### config.mk
export PLATFORM = sky130hd
export DESIGN_NAME = audio_envelope_balance_transient
export DESIGN_NICKNAME = d
export VERILOG_FILES = /design/src/sv/aebt_pkg.sv /design/src/sv/aebt_front.sv /design/src/sv/aebt_queue.sv /design/src/sv/aebt_back.sv /design/src/sv/audio_envelope_balance_transient.sv
export SDC_FILE = /design/constraint.sdc
export NUM_CORES = 2
export LEC_CHECK = 0
export BUFFER_PORTS_ARGS = -buffer_cell sky130_fd_sc_hd__buf_2
export CORE_ASPECT_RATIO = 0.7
export CORE_MARGIN = 4
export CORE_UTILIZATION = 55
export DETAILED_ROUTE_END_ITERATION = 10
export PLACE_DENSITY = 0.82
export SLEW_MARGIN = 20
export SYNTH_ARGS = -nofsm -noshare
export SYNTH_HDL_FRONTEND = slang
export SYNTH_SLANG_ARGS = --single-unit
### constraint.sdc
create_clock -name i_clk -period 12.62 [get_ports i_clk]
set_input_delay 2.524 -clock i_clk [delete_from_list [all_inputs] [get_ports i_clk]]
set_output_delay 2.524 -clock i_clk [all_outputs]
set_load 0.05 [all_outputs]
### src/sv/aebt_pkg.sv
// ----------------------------------------------------------------------------
// aebt_pkg
// Shared types and constants for the envelope / balance / transient tracker:
// command and configuration structs, state codes, reset values and the fixed
// Q0.16 decay factors.
// ----------------------------------------------------------------------------
package aebt_pkg;

    // default depth of the command queue between front and back
    localparam int QUEUE_DEPTH_DEF = 2;

    // register reset values
    localparam logic [15:0] ATK_COEF_RST = 16'd36045;
    localparam logic [15:0] REL_COEF_RST = 16'd5243;
    localparam logic [15:0] BAL_COEF_RST = 16'd11796;
    localparam logic [7:0]  TR_GAIN_RST  = 8'd18;

    // fixed decay factors, Q0.16
    localparam logic [15:0] DECAY_IDLE_ENV   = 16'd60293;
    localparam logic [15:0] DECAY_IDLE_BAL   = 16'd58982;
    localparam logic [15:0] DECAY_IDLE_TRANS = 16'd51118;
    localparam logic [15:0] DECAY_MONO_BAL   = 16'd53740;
    localparam logic [15:0] DECAY_TRANS      = 16'd47186;

    // configuration register indexes
    typedef enum logic [1:0] {
        CFG_ATK_COEF = 2'd0,
        CFG_REL_COEF = 2'd1,
        CFG_BAL_COEF = 2'd2,
        CFG_TR_GAIN  = 2'd3
    } t_cfg_idx;

    typedef struct packed {
        logic [15:0] atk_coef;
        logic [15:0] rel_coef;
        logic [15:0] bal_coef;
        logic [7:0]  tr_gain;
    } t_cfg;

    // block classification done by the front end
    typedef enum logic [1:0] {
        KIND_IDLE,
        KIND_MONO,
        KIND_STEREO
    } t_kind;

    typedef struct packed {
        t_kind       kind;
        logic [15:0] rms;
        logic [15:0] left;
        logic [15:0] right;
    } t_cmd;

    // back end sequencer states
    typedef enum logic [3:0] {
        ST_IDLE,
        ST_ENV_MUL,
        ST_ENV_UPD,
        ST_DIV,
        ST_BAL_MUL,
        ST_BAL_UPD,
        ST_TR_MUL,
        ST_TR_DEC,
        ST_TR_UPD,
        ST_OUT
    } t_back_state;

endpackage

### src/sv/aebt_front.sv
// ----------------------------------------------------------------------------
// aebt_front
// Input side: takes block analyses, classifies them by channel count and
// pushes one command per transfer into the queue.
// ----------------------------------------------------------------------------
module aebt_front import aebt_pkg::*; (
    input  logic        i_valid,
    input  logic [3:0]  i_channel_count,
    input  logic [15:0] i_rms_level,
    input  logic [15:0] i_left_level,
    input  logic [15:0] i_right_level,
    input  logic        i_full,
    output logic        o_stall,
    output logic        o_push,
    output t_cmd        o_cmd
);

    // hold off the sender while the queue has no room
    assign o_stall = i_full;
    assign o_push  = i_valid && !i_full;

    // classify by channel count
    always_comb begin
        o_cmd.rms   = i_rms_level;
        o_cmd.left  = i_left_level;
        o_cmd.right = i_right_level;
        case (i_channel_count)
            4'd0:    o_cmd.kind = KIND_IDLE;
            4'd1:    o_cmd.kind = KIND_MONO;
            default: o_cmd.kind = KIND_STEREO;
        endcase
    end

endmodule

### src/sv/aebt_queue.sv
// ----------------------------------------------------------------------------
// aebt_queue
// Short command queue between front and back, so each side stalls on its own.
// ----------------------------------------------------------------------------
module aebt_queue import aebt_pkg::*; #(
    parameter int DEPTH = QUEUE_DEPTH_DEF
) (
    input  logic i_clk,
    input  logic i_rst_n,
    input  logic i_push,
    input  t_cmd i_data,
    output logic o_full,
    input  logic i_pop,
    output logic o_valid,
    output t_cmd o_data
);

    localparam int PtrW = $clog2(DEPTH);
    localparam int CntW = $clog2(DEPTH + 1);

    t_cmd            r_mem [DEPTH];
    logic [PtrW-1:0] r_wr_ptr, n_wr_ptr;
    logic [PtrW-1:0] r_rd_ptr, n_rd_ptr;
    logic [CntW-1:0] r_count, n_count;

    assign o_full  = (r_count == CntW'(DEPTH));
    assign o_valid = (r_count != '0);
    assign o_data  = r_mem[r_rd_ptr];

    // pointer and fill count update
    always_comb begin
        n_wr_ptr = r_wr_ptr;
        n_rd_ptr = r_rd_ptr;
        n_count  = r_count;
        if (i_push) begin
            n_wr_ptr = (r_wr_ptr == PtrW'(DEPTH - 1)) ? '0 : r_wr_ptr + 1'b1;
        end
        if (i_pop) begin
            n_rd_ptr = (r_rd_ptr == PtrW'(DEPTH - 1)) ? '0 : r_rd_ptr + 1'b1;
        end
        if (i_push && !i_pop) begin
            n_count = r_count + 1'b1;
        end else if (!i_push && i_pop) begin
            n_count = r_count - 1'b1;
        end
    end

    always_ff @(posedge i_clk) begin
        if (!i_rst_n) begin
            r_wr_ptr <= '0;
            r_rd_ptr <= '0;
            r_count  <= '0;
        end else begin
            r_wr_ptr <= n_wr_ptr;
            r_rd_ptr <= n_rd_ptr;
            r_count  <= n_count;
        end
    end

    // entry storage
    always_ff @(posedge i_clk) begin
        if (i_push) begin
            r_mem[r_wr_ptr] <= i_data;
        end
    end

endmodule

### src/sv/aebt_back.sv
// ----------------------------------------------------------------------------
// aebt_back
// Execution side: a sequencer around one shared 16x16 multiplier and a
// radix-2 restoring divider updates envelope, balance and transient, then
// loads the output register.
// ----------------------------------------------------------------------------
module aebt_back import aebt_pkg::*; (
    input  logic               i_clk,
    input  logic               i_rst_n,
    input  t_cfg               i_cfg,
    input  logic               i_cmd_valid,
    input  t_cmd               i_cmd,
    output logic               o_pop,
    output logic               o_out_valid,
    input  logic               i_out_stall,
    output logic [15:0]        o_envelope,
    output logic signed [15:0] o_balance,
    output logic [15:0]        o_transient
);

    // round a Q0.16 product half up and drop the fraction
    function automatic logic [15:0] round_q16(input logic [31:0] p);
        logic [31:0] s;
        s = p + 32'd32768;
        return s[31:16];
    endfunction

    t_back_state r_state, n_state;
    t_cmd        r_cmd;

    // tracked state
    logic [15:0] r_env, r_env_old, r_bal, r_trans;

    // datapath registers
    logic [31:0] r_prod;
    logic [17:0] r_rem;
    logic [15:0] r_num, r_quo, r_gained;
    logic [3:0]  r_cnt;
    logic        r_neg;

    // output register
    logic        r_out_valid;
    logic [15:0] r_out_env, r_out_bal, r_out_trans;

    logic        w_stereo, w_idle, w_out_load;
    logic [15:0] w_mul_a, w_mul_b;

    // envelope difference
    logic [16:0] w_diff;
    logic        w_diff_neg;
    logic [15:0] w_diff_mag, w_env_coef, w_round;
    logic [17:0] w_env_sum;
    logic [15:0] w_env_new;

    // divider operands
    logic [16:0] w_total;
    logic [15:0] w_dmag;
    logic [17:0] w_div_d;
    logic [18:0] w_div_w, w_div_sub;
    logic        w_div_ge;

    // balance
    logic [15:0] w_quo_sat;
    logic [17:0] w_target, w_bal18, w_t, w_t_abs, w_sres, w_bal_sum;
    logic [16:0] w_bal_abs;
    logic        w_t_neg, w_bal_sign;
    logic [15:0] w_bal_new;

    // transient
    logic [15:0] w_rise, w_trans_new;

    assign w_stereo = (r_cmd.kind == KIND_STEREO);
    assign w_idle   = (r_cmd.kind == KIND_IDLE);
    assign w_round  = round_q16(r_prod);

    // envelope terms
    assign w_diff     = {1'b0, r_cmd.rms} - {1'b0, r_env};
    assign w_diff_neg = w_diff[16];
    assign w_diff_mag = w_diff_neg ? (~w_diff[15:0] + 16'd1) : w_diff[15:0];
    assign w_env_coef = (r_cmd.rms > r_env) ? i_cfg.atk_coef : i_cfg.rel_coef;
    assign w_env_sum  = w_diff_neg ? ({2'b00, r_env} - {2'b00, w_round})
                                   : ({2'b00, r_env} + {2'b00, w_round});
    always_comb begin
        if (w_idle) begin
            w_env_new = w_round;
        end else if (w_env_sum[17]) begin
            w_env_new = '0;
        end else if (w_env_sum[16]) begin
            w_env_new = 16'hFFFF;
        end else begin
            w_env_new = w_env_sum[15:0];
        end
    end

    // divider step: (dmag * 65536 + total) / (2 * total)
    assign w_total   = {1'b0, r_cmd.left} + {1'b0, r_cmd.right};
    assign w_dmag    = (r_cmd.right >= r_cmd.left) ? (r_cmd.right - r_cmd.left)
                                                   : (r_cmd.left - r_cmd.right);
    assign w_div_d   = {w_total, 1'b0};
    assign w_div_w   = {r_rem, r_num[15]};
    assign w_div_ge  = (w_div_w >= {1'b0, w_div_d});
    assign w_div_sub = w_div_w - {1'b0, w_div_d};

    // balance target and smoothing terms
    assign w_quo_sat = (r_quo > 16'd32768) ? 16'd32768 : r_quo;
    assign w_target  = r_neg ? (18'd0 - {2'b00, w_quo_sat})
                             : ((w_quo_sat == 16'd32768) ? 18'd32767 : {2'b00, w_quo_sat});
    assign w_bal18   = {{2{r_bal[15]}}, r_bal};
    assign w_t       = w_target - w_bal18;
    assign w_t_neg   = w_t[17];
    assign w_t_abs   = w_t_neg ? (18'd0 - w_t) : w_t;
    assign w_bal_abs = r_bal[15] ? (17'd0 - {r_bal[15], r_bal}) : {1'b0, r_bal};
    assign w_bal_sign = w_stereo ? w_t_neg : r_bal[15];
    assign w_sres    = w_bal_sign ? (18'd0 - {2'b00, w_round}) : {2'b00, w_round};
    assign w_bal_sum = w_stereo ? (w_bal18 + w_sres) : w_sres;
    always_comb begin
        if (w_bal_sum[17] && (w_bal_sum[16:15] != 2'b11)) begin
            w_bal_new = 16'h8000;
        end else if (!w_bal_sum[17] && (w_bal_sum[16:15] != 2'b00)) begin
            w_bal_new = 16'h7FFF;
        end else begin
            w_bal_new = w_bal_sum[15:0];
        end
    end

    // transient terms
    assign w_rise      = (r_env > r_env_old) ? (r_env - r_env_old) : 16'd0;
    assign w_trans_new = (r_gained > w_round) ? r_gained : w_round;

    // next state
    always_comb begin
        n_state = r_state;
        unique case (r_state)
            ST_IDLE:    if (i_cmd_valid) n_state = ST_ENV_MUL;
            ST_ENV_MUL: n_state = ST_ENV_UPD;
            ST_ENV_UPD: n_state = (w_stereo && (w_total != '0)) ? ST_DIV : ST_BAL_MUL;
            ST_DIV:     if (r_cnt == 4'd15) n_state = ST_BAL_MUL;
            ST_BAL_MUL: n_state = ST_BAL_UPD;
            ST_BAL_UPD: n_state = ST_TR_MUL;
            ST_TR_MUL:  n_state = ST_TR_DEC;
            ST_TR_DEC:  n_state = ST_TR_UPD;
            ST_TR_UPD:  n_state = ST_OUT;
            ST_OUT:     if (!r_out_valid || !i_out_stall) n_state = ST_IDLE;
        endcase
    end

    // sequencer outputs: queue pop, multiplier operands, output load
    always_comb begin
        o_pop      = 1'b0;
        w_out_load = 1'b0;
        w_mul_a    = '0;
        w_mul_b    = '0;
        unique case (r_state)
            ST_IDLE: o_pop = i_cmd_valid;
            ST_ENV_MUL: begin
                w_mul_a = w_idle ? r_env : w_diff_mag;
                w_mul_b = w_idle ? DECAY_IDLE_ENV : w_env_coef;
            end
            ST_BAL_MUL: begin
                w_mul_a = w_stereo ? w_t_abs[15:0] : w_bal_abs[15:0];
                if (w_stereo) begin
                    w_mul_b = i_cfg.bal_coef;
                end else begin
                    w_mul_b = w_idle ? DECAY_IDLE_BAL : DECAY_MONO_BAL;
                end
            end
            ST_TR_MUL: begin
                w_mul_a = w_rise;
                w_mul_b = {8'd0, i_cfg.tr_gain};
            end
            ST_TR_DEC: begin
                w_mul_a = r_trans;
                w_mul_b = w_idle ? DECAY_IDLE_TRANS : DECAY_TRANS;
            end
            ST_OUT: w_out_load = !r_out_valid || !i_out_stall;
            ST_ENV_UPD, ST_DIV, ST_BAL_UPD, ST_TR_UPD: ;
        endcase
    end

    // control and tracked state
    always_ff @(posedge i_clk) begin
        if (!i_rst_n) begin
            r_state     <= ST_IDLE;
            r_out_valid <= 1'b0;
            r_env       <= '0;
            r_bal       <= '0;
            r_trans     <= '0;
        end else begin
            r_state <= n_state;
            if (w_out_load) begin
                r_out_valid <= 1'b1;
            end else if (!i_out_stall) begin
                r_out_valid <= 1'b0;
            end
            if (r_state == ST_ENV_UPD) begin
                r_env <= w_env_new;
            end
            if (r_state == ST_BAL_UPD) begin
                r_bal <= w_bal_new;
            end
            if (r_state == ST_TR_UPD) begin
                r_trans <= w_trans_new;
            end
        end
    end

    // datapath registers
    always_ff @(posedge i_clk) begin
        r_prod <= w_mul_a * w_mul_b;
        case (r_state)
            ST_IDLE: r_cmd <= i_cmd;
            ST_ENV_UPD: begin
                r_env_old <= r_env;
                r_rem     <= {1'b0, {1'b0, w_dmag} + {16'd0, w_total[16]}};
                r_num     <= w_total[15:0];
                r_quo     <= '0;
                r_cnt     <= '0;
                r_neg     <= (r_cmd.left > r_cmd.right);
            end
            ST_DIV: begin
                r_rem <= w_div_ge ? w_div_sub[17:0] : w_div_w[17:0];
                r_num <= {r_num[14:0], 1'b0};
                r_quo <= {r_quo[14:0], w_div_ge};
                r_cnt <= r_cnt + 4'd1;
            end
            ST_TR_DEC: r_gained <= (r_prod[31:16] != '0) ? 16'hFFFF : r_prod[15:0];
            ST_OUT: begin
                if (w_out_load) begin
                    r_out_env   <= r_env;
                    r_out_bal   <= r_bal;
                    r_out_trans <= r_trans;
                end
            end
            default: ;
        endcase
    end

    assign o_out_valid = r_out_valid;
    assign o_envelope  = r_out_env;
    assign o_balance   = r_out_bal;
    assign o_transient = r_out_trans;

endmodule

### src/sv/audio_envelope_balance_transient.sv
// ----------------------------------------------------------------------------
// audio_envelope_balance_transient
// Attack/release level envelope follower with smoothed stereo balance and a
// transient detector, one result per audio block analysis.
// ----------------------------------------------------------------------------
// Usage:
//   Input channel: i_in_valid / o_in_stall carry one block analysis (channel
//   count, overall, left and right RMS levels). A transfer lands in a short
//   command queue, so new blocks are taken while the back end is busy.
//   Output channel: o_out_valid / i_out_stall carry envelope, balance and
//   transient. The output register holds a result until it is taken; the
//   back end keeps running on the next command up to that point.
//   Timing: the back end handles one block at a time through a shared 16x16
//   multiplier. Stereo blocks with a nonzero level sum also pass through the
//   bit-serial balance divider, which silent and mono blocks skip.
//   Configuration: i_cfg_wr_en writes i_cfg_wr_data into the register chosen
//   by i_cfg_index (attack, release, balance coefficient, transient gain);
//   write only while no block is in flight.
//   Reset: clears envelope, balance and transient state, empties the queue,
//   drops any pending result and restores the default coefficients.
// ----------------------------------------------------------------------------
module audio_envelope_balance_transient import aebt_pkg::*; #(
    parameter int QUEUE_DEPTH = QUEUE_DEPTH_DEF
) (
    input  logic               i_clk,
    input  logic               i_rst_n,
    // configuration
    input  logic               i_cfg_wr_en,
    input  logic [1:0]         i_cfg_index,
    input  logic [15:0]        i_cfg_wr_data,
    // input channel
    input  logic               i_in_valid,
    output logic               o_in_stall,
    input  logic [3:0]         i_channel_count,
    input  logic [15:0]        i_rms_level,
    input  logic [15:0]        i_left_level,
    input  logic [15:0]        i_right_level,
    // output channel
    output logic               o_out_valid,
    input  logic               i_out_stall,
    output logic [15:0]        o_envelope,
    output logic signed [15:0] o_balance,
    output logic [15:0]        o_transient
);

    t_cfg r_cfg;
    t_cmd w_push_cmd, w_head_cmd;
    logic w_push, w_full, w_pop, w_head_valid;

    // configuration registers
    always_ff @(posedge i_clk) begin
        if (!i_rst_n) begin
            r_cfg.atk_coef <= ATK_COEF_RST;
            r_cfg.rel_coef <= REL_COEF_RST;
            r_cfg.bal_coef <= BAL_COEF_RST;
            r_cfg.tr_gain  <= TR_GAIN_RST;
        end else if (i_cfg_wr_en) begin
            unique case (t_cfg_idx'(i_cfg_index))
                CFG_ATK_COEF: r_cfg.atk_coef <= i_cfg_wr_data;
                CFG_REL_COEF: r_cfg.rel_coef <= i_cfg_wr_data;
                CFG_BAL_COEF: r_cfg.bal_coef <= i_cfg_wr_data;
                CFG_TR_GAIN:  r_cfg.tr_gain  <= i_cfg_wr_data[7:0];
            endcase
        end
    end

    // front end: accept and classify
    aebt_front u_front (
        .i_valid         (i_in_valid),
        .i_channel_count (i_channel_count),
        .i_rms_level     (i_rms_level),
        .i_left_level    (i_left_level),
        .i_right_level   (i_right_level),
        .i_full          (w_full),
        .o_stall         (o_in_stall),
        .o_push          (w_push),
        .o_cmd           (w_push_cmd)
    );

    // command queue
    aebt_queue #(
        .DEPTH (QUEUE_DEPTH)
    ) u_queue (
        .i_clk   (i_clk),
        .i_rst_n (i_rst_n),
        .i_push  (w_push),
        .i_data  (w_push_cmd),
        .o_full  (w_full),
        .i_pop   (w_pop),
        .o_valid (w_head_valid),
        .o_data  (w_head_cmd)
    );

    // back end: arithmetic sequencer and output register
    aebt_back u_back (
        .i_clk       (i_clk),
        .i_rst_n     (i_rst_n),
        .i_cfg       (r_cfg),
        .i_cmd_valid (w_head_valid),
        .i_cmd       (w_head_cmd),
        .o_pop       (w_pop),
        .o_out_valid (o_out_valid),
        .i_out_stall (i_out_stall),
        .o_envelope  (o_envelope),
        .o_balance   (o_balance),
        .o_transient (o_transient)
    );

endmodule

* Word level (Yosys, flattened, before mapping)
Memories as Yosys holds them, arrays and structs flattened. A register that Yosys moved wholly into a read port is not among the register bits.
Index checks and enable logic that the tools add are counted.
** Storage, ports and cells
- Flip-flop bits (word level) :: 280
- Output and inout bits :: 50
- Memory bits (writable) :: 100
- Logic and storage cells :: 154
- Memories kept :: 1
** Cells by class
- Muxes and demuxes :: 48
- $lt $le $gt $ge :: 7
- Add/subtract/negate cells :: 22
- Multipliers :: 1
- Bitwise operators :: 1
- Reduce and logical (&&, ||, !) cells :: 29
- Eq/ne operators :: 22
** Memories
- u_queue.r_mem :: depth 2, width 50, rd ports 1, clocked after Yosys merged registers in 1, write ports 1, line aebt_queue.sv:21 : t_cmd r_mem [DEPTH];
** Operators by type and width (count)
- $mux 16 :: 18
- $pmux 16 s4 :: 2
- $mux 18 :: 5
- $gt 16x16->1 :: 4
- $pmux 16 s2 :: 2
- $sub 16x16->16 :: 3
- $pmux 4 s10 :: 1
- $pmux 18 s2 :: 1
- $sub 18x18->18 :: 2
- $add 16x16->17 :: 2
- $sub 1x16->17 const A :: 2
- $sub 16x16->17 :: 2
- $add 32x16->32 const B :: 1
- $mul 16x16->32 :: 1
- $sub 1x16->16 const A :: 2
- $ge 19x18->1 :: 1
- $add 18x18->18 :: 1
- $add 16x1->17 :: 1
- $reduce_bool 17->1 :: 1
- $add 16x1->16 const B :: 1
- $eq 16x16->1 const B :: 1
- $eq 4x3->1 const B :: 4
- $ge 16x16->1 :: 1
- $gt 16x16->1 const B :: 1
- other kinds (29) :: 70

* Longest topological paths before layout
- Word-level depth :: 14
- Depth in mapped cells :: 47
- Mapped depth without buffers :: 44

* By module
A second synthesis with hierarchy kept.
** Unflattened totals
- Cells, all modules :: 3886
- Area total of the unflattened synthesis :: 36512.5 sq um
** Modules (own cells, without submodules)
- aebt_back :: cells an instance 3434, seq. area each 7257.0 sq um, times used 1, area an instance 30046.3 sq um
- aebt_queue :: cells an instance 178, seq. area each 3103.0 sq um, times used 1, area an instance 3829.9 sq um
- audio_envelope_balance_transient :: cells an instance 222, seq. area each 1121.1 sq um, times used 1, area an instance 2247.2 sq um
- aebt_front :: cells an instance 52, seq. area each 0.0 sq um, times used 1, area an instance 389.1 sq um

* Least setup slack after synthesis
OpenSTA, ideal clock, no wires.
- Path type :: flip-flop to flip-flop
- From :: register u_back.r_quo[2]
- To :: register u_back.r_prod[30]
- Required time :: 12.548 ns
- Arrival time :: 10.658 ns
- Setup slack :: 1.890 ns
- Stages on the path, launching flop included :: 43
- Path through :: edfxtp_1 -> nor2_1 -> or4b_1 -> or3_1 -> nor4_1 -> nand2b_1 -> clkbuf_1 -> a21oi_1 -> nor2b_1 -> o21ai_1 -> o211ai_1 -> ha_1 -> a21oi_1 -> a211oi_1 -> nor4_2 -> nor3_1 -> o21bai_2 -> and2_1 -> [7 not listed] -> inv_1 -> fa_1 -> fa_1 -> fa_1 -> inv_1 -> fa_1 -> inv_1 -> ha_1 -> a21o_1 -> a211o_1 -> a41o_1 -> a21oi_1 -> and4b_1 -> nor4b_1 -> or3_1 -> a41o_1 -> a21oi_1 -> xnor2_1
** On the way
- Word-level cells in the longest chain between the ends :: 11
- Elaborated cells on any way between the ends :: 12
- Classes of those cells :: add/sub (3); mul (1); order compare (1); eq/ne (1); mux (6)
** RTL lines
- from (decl) :: line aebt_back.sv:37 : logic [15:0] r_num, r_quo, r_gained;
- from (signal assigned) :: line aebt_back.sv:223 : r_quo <= {r_quo[14:0], w_div_ge};
- $gt 16x16->1 :: line aebt_back.sv:105 : assign w_quo_sat = (r_quo > 16'd32768) ? 16'd32768 : r_quo;
- $mux 16 (*) :: line aebt_back.sv:105
- branches (longest 2 deep; another with $sub 1x16->17)
- $mux 18 (*) :: line aebt_back.sv:106 : assign w_target = r_neg ? (18'd0 - {2'b00, w_quo_sat})
- $sub 18x18->18 (*) :: line aebt_back.sv:109 : assign w_t = w_target - w_bal18;
- $sub 1x16->16 :: line aebt_back.sv:111 : assign w_t_abs = w_t_neg ? (18'd0 - w_t) : w_t;
- $mux 16 (*) :: line aebt_back.sv:111
- $mux 16 (*) :: line aebt_back.sv:160 : w_mul_a = w_stereo ? w_t_abs[15:0] : w_bal_abs[15:0];
- $pmux 16 s4 (*) :: line aebt_back.sv:153 : unique case (r_state)
- $mul 16x16->32 (*) :: line aebt_back.sv:209 : r_prod <= w_mul_a * w_mul_b;
- to (signal assigned) :: line aebt_back.sv:209
- to (decl) :: line aebt_back.sv:35 : logic [31:0] r_prod;
Every way passes the cells marked *.
A chain may end at the register's enable or synchronous reset.

* Worst setup path after layout
Same ends and word-level chain as after synthesis.

==> flow_metrics.env <==
export IMPL_final_core_util=0.610
export IMPL_holdBufCountCts=0
export IMPL_fin_ws_ns=0.653
export IMPL_synth_cell_types=110
export IMPL_cap_violations=0
export IMPL_postSynthCellCount=3996
export IMPL_fin_nets=4654
export IMPL_die_area_sq_um=70800
export IMPL_drv_slew=0
export IMPL_yosysSeqAreaShare=0.313
export IMPL_timing_final_crit_share=0.948
export IMPL_antenna_found_initial=6
export IMPL_peakVddDrop_mv=0.210
export IMPL_nFillCells=5454
export IMPL_grt_pass1_vias=29200
export IMPL_vias=31400
export IMPL_wl_per_cell_um=22.8
export IMPL_clockBufferDepth=3
export IMPL_slew_headroom=0.152
export IMPL_dp_slack_ns=0.498
export IMPL_hold_violations=0
export IMPL_crit_path_end_kind="flop"
export IMPL_synth_top_area_frac=0.234
export IMPL_fin_crit_ns=11.97
export IMPL_holdWs_ns=0.465
export IMPL_clock_latency_ns=0.62
export IMPL_gp_congestion=1.03
export IMPL_cp_slowest_stage_delay_ns=0.69
export IMPL_crit_required_ns=13.16
export IMPL_dpl_instance_area_sq_um=38300
export IMPL_synth_ff_type="edfxtp_1"
export IMPL_cp_start_kind="flop"
export IMPL_path_max_fanout=10
export IMPL_overflow=0
export IMPL_synth_top_area_cell="edfxtp_1"
export IMPL_setup_viol_count_final=0
export IMPL_grt_max_degree=58
export IMPL_leakagePower_nw=17.0
export IMPL_io_pins=125
export IMPL_power_density_nw_per_um2=282
export IMPL_syn_to_final_growth_pct=8.85
export IMPL_synthesis_nets=4569
export IMPL_drive_above_1_share=0.102
export IMPL_grt_pass1_wl_um=174000
export IMPL_tightest_slew_ns=1.27
export IMPL_initial_core_util=0.561
export IMPL_critPathSlowestCell="o2111ai_1"
export IMPL_synth_area_leaders="edfxtp_1 (23%), fa_1 (11%), ha_1 (10%)"
export IMPL_firstDrtPassIters=8
export IMPL_path_clk_slew_ns=0.06
export IMPL_drt_wl_total_um=114000
export IMPL_hpwl_um=87800
export IMPL_max_freq_mhz=83.6
export IMPL_grt_use_total=0.317
export IMPL_timing_worst_setup_path_type="flop to flop"
export IMPL_clock_skew_ns=0.0312
export IMPL_synthTopCellsByCount="nand2_1 (424), inv_1 (419), nor2_1 (308)"
export IMPL_cts_buffers=45
export IMPL_io_buffers=124
export IMPL_drt_initial_drc_count=4348
export IMPL_synth_most_common_cell="nand2_1"
export IMPL_design_area_sq_um=39800
export IMPL_ant_nets=0
export IMPL_syn_area_sq_um=36600
export IMPL_htree_levels=2
export IMPL_synth_edf_count=285
export IMPL_synth_avg_cell_area_sq_um=9.16
export IMPL_chipHeight_um=224
export IMPL_vias_per_cell=6.27
export IMPL_outcome="completed"
export IMPL_coreArea_sq_um=65300
export IMPL_worst_endpoint_arrival_ns=12.51
export IMPL_synth_seq_cells=430
export IMPL_fp_row_count=78
export IMPL_cts_tree="done"
export IMPL_cts_sinks=430
export IMPL_synth_warnings=0
export IMPL_async_flop_share=0
export IMPL_die_x_um=316
export IMPL_post_route_drc_count=0
export IMPL_hp_class="flop to flop"
export IMPL_cts_root_buf="clkbuf_16"
sequential cells by signal, indices dropped and copies added, names as in the netlist:
name / flops
u_back.r_prod: 32
u_back.r_state: 4
u_back.r_bal: 16
u_back.r_env: 16
u_back.r_quo: 16
u_queue.r_rd_ptr: 1
u_back.o_balance: 16
u_back.r_neg: 1
u_back.r_rem: 18
u_back.o_envelope: 16
r_cfg: 56
u_back.r_cmd: 50
u_queue.r_count: 2
u_back.r_env_old: 16
u_back.o_transient: 16
u_queue.r_wr_ptr: 1
u_back.r_num: 16
u_queue.r_mem: 100
u_back.o_out_valid: 1
u_back.r_trans: 16
u_back.r_cnt: 4
u_back.r_gained: 16
power by group:
| group | total [mW] | switching, mW | leakage (nW) | internal [mW] |
|---|---|---|---|---|
| Sequential | 2.13 | 0.231 | 3.85 | 1.90 |
| Clock | 1.40 | 0.604 | 0.742 | 0.791 |
| Combinational | 7.73 | 5.00 | 12.4 | 2.73 |
cells by family after synthesis:
group,synth area share
AOI/OAI and AO/OA,0.170
xor gates and xnor gates,0.0457
adders and majority gates,0.212
buffers and inverters,0.0612
DFF,0.313
muxes,0.0281
and+or+nand+nor,0.170
final cells by class:
cell class | count | area [sq um] | area share
antenna | 4 | 10.0 | 0.000251
clock buffer | 59 | 1210 | 0.0303
clock inverter | 25 | 329 | 0.00826
inverter | 425 | 1600 | 0.0400
multi-input combinational | 2986 | 23000 | 0.577
sequential | 430 | 11500 | 0.288
tap | 880 | 1100 | 0.0276
timing repair buffer | 193 | 1140 | 0.0286
per-stage QoR:
step                      TNS [ns]  cells  power [mW]
final                            0   5002        11.3
after global routing       -0.0435   4999        12.0
after CTS                        0   4997        11.0
after floorplan                  0   3996        7.43
after global placement           0   4913        9.36
after detailed placement         0   4913        9.52
cells in the final DEF, fill, tap and decap left out, types with 39 or more instances in the layout:
cell type,instances
nand2_1,423
inv_1,419
nor2_1,304
ha_1,294
edfxtp_1,285
a21oi_1,213
fa_1,204
o21ai_0,169
dfxtp_1,144
xnor2_1,142
buf_2,124
nand3_1,95
nand2b_1,72
buf_4,69
and2_1,62
a21o_1,60
nor3_1,58
mux2_2,53
a21boi_0,49
a211oi_1,48
xor2_1,47
o21a_1,46
and3_1,45
clkbuf_16,45
mux2i_1,43
nor2b_1,39
critical path, delay by kind of cell (launching register included):
kind                     cells  cell delay (ns)
AO/OA/AOI/OAI               12             3.42
XOR/XNOR                     2             0.30
adder cells (fa/ha/maj)      8             3.43
buffers and inverters        6             0.46
AND/OR/NAND/NOR             15             3.79
flip-flops                   1             0.48
path summary, 6_finish.rpt:
check                                      from                        end  slack [ns]  cells after the start
setup reg to reg  u_back.r_quo[2]$_SDFFCE_PN0P_  u_back.r_prod[30]$_DFF_P_        0.65                     43
hold reg to reg          r_cfg[48]$_SDFFE_PN0P_     r_cfg[48]$_SDFFE_PN0P_        0.46                      2
setup / recovery  u_back.r_quo[2]$_SDFFCE_PN0P_  u_back.r_prod[30]$_DFF_P_        0.65                     43
hold / removal           r_cfg[48]$_SDFFE_PN0P_     r_cfg[48]$_SDFFE_PN0P_        0.46                      2
repair_timing:
| item | in CTS | in global routing |
|---|---|---|
| resized for setup | 0 | 8 |
| setup buffers | 0 | 1 |
| endpoints found under the setup margin | 0 | 5 |
routing by layer:
layer / routed length [um] / track usage / part of all wire
met5: 55 / 0.00602 / 0.00048
met4: 3900 / 0.0922 / 0.034
met3: 16700 / 0.110 / 0.15
met2: 43800 / 0.424 / 0.38
met1: 49500 / 0.481 / 0.43
Power figures use the tool's default switching activity.
